[config.mk]
export PLATFORM = sky130hd
export DESIGN_NAME = mbe_mul
export DESIGN_NICKNAME = d
export VERILOG_FILES = /design/src/rtl/mbe_pkg.sv /design/src/rtl/mbe_mul.sv
export SDC_FILE = /design/constraint.sdc
export NUM_CORES = 2
export LEC_CHECK = 0
export ABC_AREA = 0
export BUFFER_PORTS_ARGS = -buffer_cell sky130_fd_sc_hd__buf_2
export CORE_ASPECT_RATIO = 1.75
export CORE_MARGIN = 2
export CORE_UTILIZATION = 59
export CTS_BUF_LIST = sky130_fd_sc_hd__clkbuf_16
export DETAILED_ROUTE_END_ITERATION = 6
export GPL_ROUTABILITY_DRIVEN = 0
export GPL_TIMING_DRIVEN = 0
export PLACE_DENSITY = 0.87
export SLEW_MARGIN = 20
export SYNTH_ARGS = -nofsm -noshare
export SYNTH_HDL_FRONTEND = slang
export SYNTH_SLANG_ARGS = --single-unit
[constraint.sdc]
create_clock -name clk_i -period 9.64 [get_ports clk_i]
set_clock_uncertainty 0.15 [all_clocks]
set_input_delay 2.41 -clock clk_i [delete_from_list [all_inputs] [get_ports clk_i]]
set_output_delay 2.41 -clock clk_i [all_outputs]
set_load 0.03 [all_outputs]
[src/rtl/mbe_pkg.sv]
// mbe_pkg: shared types and constants of the escape-time block.
// Used by mbe_mul, mbe_seq and mandelbrot_escape_time_top. No dependencies.
package mbe_pkg;

  // fixed-point word
  localparam int unsigned FX_W = 64;
  localparam logic [FX_W-1:0] FX_MAX = {1'b0, {(FX_W-1){1'b1}}};
  localparam logic [FX_W-1:0] FX_MIN = {1'b1, {(FX_W-1){1'b0}}};

  // stream field widths
  localparam int unsigned PIXEL_W = 12;
  localparam int unsigned COUNT_W = 16;
  localparam int unsigned DIM_W   = 13;
  localparam int unsigned ZOOM_W  = 63;

  // configuration register indexes
  localparam logic [2:0] REG_ZOOM_STEP  = 3'd0;
  localparam logic [2:0] REG_CENTER_RE  = 3'd1;
  localparam logic [2:0] REG_CENTER_IM  = 3'd2;
  localparam logic [2:0] REG_MAX_ITER   = 3'd3;
  localparam logic [2:0] REG_IMG_WIDTH  = 3'd4;
  localparam logic [2:0] REG_IMG_HEIGHT = 3'd5;

  // right shift applied to a product
  typedef enum logic [1:0] {
    SH_ONE,
    SH_FRAC,
    SH_FRAC_M1
  } shift_sel_e;

  // request to the shared multiplier
  typedef struct packed {
    logic            start;
    logic [FX_W-1:0] a;
    logic [FX_W-1:0] b;
    shift_sel_e      sh;
  } mul_req_t;

  // multiplier response, done is a one-cycle pulse
  typedef struct packed {
    logic            done;
    logic [FX_W-1:0] res;
  } mul_rsp_t;

  // configuration register file contents
  typedef struct packed {
    logic [ZOOM_W-1:0]  zoom;
    logic [FX_W-1:0]    center_re;
    logic [FX_W-1:0]    center_im;
    logic [COUNT_W-1:0] max_iter;
    logic [DIM_W-1:0]   width;
    logic [DIM_W-1:0]   height;
  } cfg_t;

endpackage

[src/rtl/mbe_mul.sv]
// mbe_mul: shared 64x64 signed fixed-point multiplier, one 32x32 partial product per cycle.
// Floors the shifted product and saturates to 64 bits. Depends on mbe_pkg.
module mbe_mul #(
  parameter int unsigned FRAC_BITS = 58
) (
  input  logic              clk_i,
  input  logic              rst_ni,
  input  mbe_pkg::mul_req_t req_i,
  output mbe_pkg::mul_rsp_t rsp_o
);

  localparam int unsigned SHV_ONE  = 1;
  localparam int unsigned SHV_F    = FRAC_BITS;
  localparam int unsigned SHV_F1   = FRAC_BITS - 1;
  localparam int unsigned W        = mbe_pkg::FX_W;
  localparam int unsigned HW       = W / 2;

  // step codes
  localparam logic [2:0] ST_PP0   = 3'd0;
  localparam logic [2:0] ST_PP1   = 3'd1;
  localparam logic [2:0] ST_PP2   = 3'd2;
  localparam logic [2:0] ST_PP3   = 3'd3;
  localparam logic [2:0] ST_ACC   = 3'd4;
  localparam logic [2:0] ST_SHIFT = 3'd5;
  localparam logic [2:0] ST_ROUND = 3'd6;

  logic                busy_q, busy_d;
  logic [2:0]          step_q, step_d;
  logic                done_q, done_d;
  logic [W-1:0]        ua_q, ub_q;
  logic                neg_q;
  mbe_pkg::shift_sel_e sh_q;
  logic [W-1:0]        p_q;
  logic [2*W-1:0]      acc_q;
  logic [W-1:0]        q_q;
  logic                over_q, rem_q;
  logic [W-1:0]        res_q;

  logic [HW-1:0]       a_half, b_half;
  logic [W-1:0]        prod;
  logic [2:0]          pstep;
  logic [2*W-1:0]      p_shift, acc_sum, prod_sh;
  logic                rem_d;
  logic [W-1:0]        res_d;
  logic                big_neg;

  // partial product of the current step
  assign a_half = step_q[1] ? ua_q[W-1:HW] : ua_q[HW-1:0];
  assign b_half = step_q[0] ? ub_q[W-1:HW] : ub_q[HW-1:0];
  assign prod   = {{HW{1'b0}}, a_half} * {{HW{1'b0}}, b_half};

  // align the product registered one step earlier
  assign pstep = step_q - 3'd1;
  always_comb begin
    case (pstep)
      ST_PP0:         p_shift = {{W{1'b0}}, p_q};
      ST_PP1, ST_PP2: p_shift = {{HW{1'b0}}, p_q, {HW{1'b0}}};
      ST_PP3:         p_shift = {p_q, {W{1'b0}}};
      default:        p_shift = '0;
    endcase
  end
  assign acc_sum = acc_q + p_shift;

  // fraction shift and sticky remainder
  always_comb begin
    case (sh_q)
      mbe_pkg::SH_ONE: begin
        prod_sh = acc_q >> SHV_ONE;
        rem_d   = |acc_q[SHV_ONE-1:0];
      end
      mbe_pkg::SH_FRAC: begin
        prod_sh = acc_q >> SHV_F;
        rem_d   = |acc_q[SHV_F-1:0];
      end
      mbe_pkg::SH_FRAC_M1: begin
        prod_sh = acc_q >> SHV_F1;
        rem_d   = |acc_q[SHV_F1-1:0];
      end
      default: begin
        prod_sh = '0;
        rem_d   = 1'b0;
      end
    endcase
  end

  // sign, floor rounding and saturation
  assign big_neg = over_q | q_q[W-1] | ((&q_q[W-2:0]) & rem_q);
  always_comb begin
    if (!neg_q) begin
      res_d = (over_q || q_q[W-1]) ? mbe_pkg::FX_MAX : q_q;
    end else begin
      res_d = big_neg ? mbe_pkg::FX_MIN : (~q_q + {{(W-1){1'b0}}, ~rem_q});
    end
  end

  // step sequencing
  always_comb begin
    busy_d = busy_q;
    step_d = step_q;
    done_d = busy_q && (step_q == ST_ROUND);
    if (req_i.start) begin
      busy_d = 1'b1;
      step_d = ST_PP0;
    end else if (busy_q) begin
      step_d = step_q + 3'd1;
      if (step_q == ST_ROUND) busy_d = 1'b0;
    end
  end

  always_ff @(posedge clk_i or negedge rst_ni) begin
    if (!rst_ni) begin
      busy_q <= 1'b0;
      step_q <= ST_PP0;
      done_q <= 1'b0;
    end else begin
      busy_q <= busy_d;
      step_q <= step_d;
      done_q <= done_d;
    end
  end

  // datapath registers
  always_ff @(posedge clk_i) begin
    if (req_i.start) begin
      ua_q  <= req_i.a[W-1] ? (~req_i.a + {{(W-1){1'b0}}, 1'b1}) : req_i.a;
      ub_q  <= req_i.b[W-1] ? (~req_i.b + {{(W-1){1'b0}}, 1'b1}) : req_i.b;
      neg_q <= req_i.a[W-1] ^ req_i.b[W-1];
      sh_q  <= req_i.sh;
      acc_q <= '0;
    end else if (busy_q) begin
      if (step_q <= ST_PP3) p_q <= prod;
      if (step_q >= ST_PP1 && step_q <= ST_ACC) acc_q <= acc_sum;
      if (step_q == ST_SHIFT) begin
        q_q    <= prod_sh[W-1:0];
        over_q <= |prod_sh[2*W-1:W];
        rem_q  <= rem_d;
      end
      if (step_q == ST_ROUND) res_q <= res_d;
    end
  end

  assign rsp_o.done = done_q;
  assign rsp_o.res  = res_q;

endmodule

==> qor.yml, run 1 <==
ios: 198
grt_pass1_vias: 71500
dp_hpwl_mm: 204
cts.sinks: 458
dp.cells: 8679
ys_seq_area_frac: 0.198
synth_compound_area_frac: 0.122
fp.dieW_um: 251
yosys.area.top_type_share: 0.286
synthAdderAreaFrac: 0.366
synthTopCellsByCount: "nand2_1, inv_1, fa_1"
syn_inst: 7112
synthMuxAreaShare: 0.0318
synth.area.top_cells: "fa_1, edfxtp_1, ha_1"
synth_area_um2: 62900
cts_root_buf: "clkbuf_16"
synth_xor_area_frac: 0.0417
synth_seq_cells: 458
grtUsageTotal: 0.627
die_h_um: 436
clockBufferDepth: 3
yosys_warnings: 0
io_buffers: 196
synth.most_common_cell: "nand2_1"
synth_top_family_by_area: "adder cells"
status: "did not finish"
start_util: 0.594
synth.distinct_cells: 75
yosys.area_share.simple: 0.162
tool.error: "[ERROR GRT-0116] Global routing finished with congestion. Check the congestion regions in the DRC Viewer."
cts_made_buffers: 46
synthFlopType: "edfxtp_1"
haltStage: "5_1_grt"
grt_max_degree: 84
syn_nets: 8546
grt_pass1_wl_mm: 521
synth.largest_area_cell: "fa_1"
grt_overflow_total: 1990
rows: 158
postCtsHoldBufs: 0
avgSynthCellArea_um2: 8.84
synth-edff-count: 325
h-tree-depth: 2
synthArstFlopShare: 0.0109
-- what timing repair did --
action	in CTS
endpoints found under the setup margin	50
pin swaps	3
gates resized for setup	348
buffers inserted	46
-- cells by family after synthesis --
family	Yosys count
buffers and inverters	1309
XOR/XNOR	299
AND/OR/NAND/NOR	2329
AO/OA/AOI/OAI	1224
adder cells (fa/ha/maj)	1301
flip-flops	458
multiplexers	192
-- per-layer routing --
metal	track usage	GRT overflow
met1	0.588	20
met2	0.799	1248
met3	0.493	69
met4	0.647	648
met5	0.258	5
-- per-stage QoR --
| step | setup slack (ns) | instance area (um^2) | setup TNS, ns |
|---|---|---|---|
| 3_3_place_gp | -3.28 | 65600 | -82.19 |
| 2_1_floorplan | 0.173 | 62900 | 0 |
| 3_5_place_dp | -3.53 | 65900 | -92.60 |
| 4_1_cts | 0.00309 | 68900 | 0 |
==> run 2: changes to the inputs <==
--- a/config.mk
+++ b/config.mk
@@ -7,14 +7,12 @@
 export LEC_CHECK = 0
 export ABC_AREA = 0
 export BUFFER_PORTS_ARGS = -buffer_cell sky130_fd_sc_hd__buf_2
-export CORE_ASPECT_RATIO = 1.75
 export CORE_MARGIN = 2
-export CORE_UTILIZATION = 59
-export CTS_BUF_LIST = sky130_fd_sc_hd__clkbuf_16
+export CORE_UTILIZATION = 40
 export DETAILED_ROUTE_END_ITERATION = 6
 export GPL_ROUTABILITY_DRIVEN = 0
 export GPL_TIMING_DRIVEN = 0
-export PLACE_DENSITY = 0.87
+export PLACE_DENSITY_LB_ADDON = 0.15
 export SLEW_MARGIN = 20
 export SYNTH_ARGS = -nofsm -noshare
 export SYNTH_HDL_FRONTEND = slang
==> constraint.sdc (replaced) <==
create_clock -name clk_i -period 12.53 [get_ports clk_i]
set_clock_uncertainty 0.15 [all_clocks]
set_input_delay 3.1325 -clock clk_i [delete_from_list [all_inputs] [get_ports clk_i]]
set_output_delay 3.1325 -clock clk_i [all_outputs]
set_load 0.03 [all_outputs]
==> run 2 against run 1 <==
The flow now finishes without violations; synthesized cell count unchanged; area after synthesis unchanged.
==> qor.yml, run 2 <==
status: "finished clean"
drive_above_1_share: 0.0640
core-area_um2: 156000
nets: 8817
cts_root_buf: "clkbuf_16"
finalSetupTns_ns: 0
start_kind: "flop"
syn_nets: 8546
crit_arrival_ns: 12.65
crit_path_end_kind: "flop"
h-tree-depth: 2
crit_top_cell: "fa_1"
hold_viol_final: 0
grt_max_degree: 105
n_fill_cell: 15400
worst_hold_slack_ns: 0.367
cts_made_buffers: 52
cts_tree: "built"
largest_register_ffs: 128
first_pass_iters: 7
clockBufferDepth: 3
finalSetupViolCount: 0
final_max_slew_viol_count: 0
synthTopCellsByCount: "nand2_1, inv_1, fa_1"
synth-edff-count: 325
tightest_slew_ns: 1.30
synth.area.top_cells: "fa_1, edfxtp_1, ha_1"
ys_seq_area_frac: 0.198
finalCriticalPeriod_ns: 12.31
cts_setup_buffers: 0
hold_class: "reg -> reg"
rsz0062_at_grt: "yes"
fin_util: 0.441
mostFrequentLayoutCells: "nand2_1, inv_1, fa_1, nor2_1, ha_1"
synthArstFlopShare: 0.0109
grt_antenna_before_repair: 8
grtUsageTotal: 0.324
synth.largest_area_cell: "fa_1"
die_area_um2: 160000
synth.most_common_cell: "nand2_1"
clock_latency_ns: 0.70
avgSynthCellArea_um2: 8.84
drt-vias-per-instance: 5.79
grt_pass1_wl_mm: 379
postCtsHoldBufs: 0
cp.required_ns: 12.87
drt_wl_total_mm: 263
slowest_stage: "mux2i_2"
dp_worst_setup_slack_ns: -0.532
grt_pass1_vias: 54900
path_buf_inv: 8
antenna_left: 0
wl_met3_mm: 24.0
synth.distinct_cells: 75
yosys.area.top_type_share: 0.286
drt_iter0_markers: 5044
cpLargestDelayFamily: "adder cells"
yosys_warnings: 0
wl_met2_mm: 119
start_util: 0.402
grt_overflow_total: 0
cts.sinks: 458
dp_hpwl_mm: 217
area_growth_pct: 9.55
finalCritPeriodShare: 0.983
final_common_cell: "nand2_1"
path_class: "reg -> reg"
wire_per_inst_um: 27.7
cts_resized: 11
rows: 145
cpPeakStageDelay_ns: 1.02
crit_fanout: 10
slew_headroom: 0.110
top_register: "acc_q"
fin_ws_ns: 0.219
io_buffers: 196
cts.clk_slew.worst_paths_ns: 0.07
drt-met1-wl_mm: 96.4
vias: 55000
synth_seq_cells: 458
fmax_mhz: 81.2
synth_area_um2: 62900
drc_errors: 0
ios: 198
fp.dieW_um: 400
synthFlopType: "edfxtp_1"
cap_viol_max_count: 0
dr.max_layer_used: "met5"
syn_inst: 7112
die_h_um: 400
==> run 2: cell counts after synthesis <==
Identical to the previous run, type by type.
==> run 2: cell type report <==
cell class | instances | area [um^2] | area share
multi-input cells | 5345 | 45800 | 0.664
flip-flops and latches | 458 | 12400 | 0.181
inverters | 932 | 3500 | 0.0508
well taps | 2058 | 2570 | 0.0374
plain buffers | 377 | 1470 | 0.0214
repair buffers | 217 | 1330 | 0.0192
clock buffers | 57 | 1320 | 0.0192
clock inverters | 37 | 464 | 0.00674
diodes | 4 | 10.0 | 0.000145
==> run 2: final timing paths <==
path	from	to	slack, ns	depth (start not counted)
min in group asynchronous	rst_ni	step_q[0]	2.15	1
min reg2reg	acc_q[125]	acc_q[125]	0.37	2
max reg2reg	step_q[0]	p_q[63]	0.22	31
max	step_q[0]	p_q[63]	0.22	31
max in group asynchronous	rst_ni	step_q[1]	9.85	1
min	acc_q[125]	acc_q[125]	0.37	2
==> run 2: metrics by stage <==
stage / cells / cell area (um^2)
5_1_grt: 9481 / 68900
3_3_place_gp: 9366 / 66400
6_report: 9485 / 68900
4_1_cts: 9481 / 68800
2_1_floorplan: 7112 / 62900
3_5_place_dp: 9387 / 67000
==> run 2: logic make-up (layout without fill, tap and decap cells) <==
| logic type | after synthesis | after routing | synth area share |
|---|---|---|---|
| AO/OA/AOI/OAI | 1224 | 1224 | 0.122 |
| other | 0 | 4 | 0 |
| adder cells (fa/ha/maj) | 1301 | 1301 | 0.366 |
| XOR/XNOR | 299 | 299 | 0.0417 |
| AND/OR/NAND/NOR | 2329 | 2329 | 0.162 |
| multiplexers | 192 | 192 | 0.0318 |
| flip-flops | 458 | 458 | 0.198 |
| buffers and inverters | 1309 | 1620 | 0.0783 |
==> run 2: routing by layer <==
metal | vias up | track usage
li1 | 24100 | -
met1 | 27100 | 0.382
met2 | 2882 | 0.523
met3 | 847 | 0.0707
met4 | 6 | 0.233
met5 | - | 0
==> run 2: tightest hold or removal path: stages, from the launching register on <==
cell	delay [ns]
dfxtp_1	0.34
nand2_1	0.06
o21ai_0	0.07
Power of run 2 is left out: the tool's default activity adds up to more than one toggle a clock period on the data nets, which glitch-free logic cannot reach.
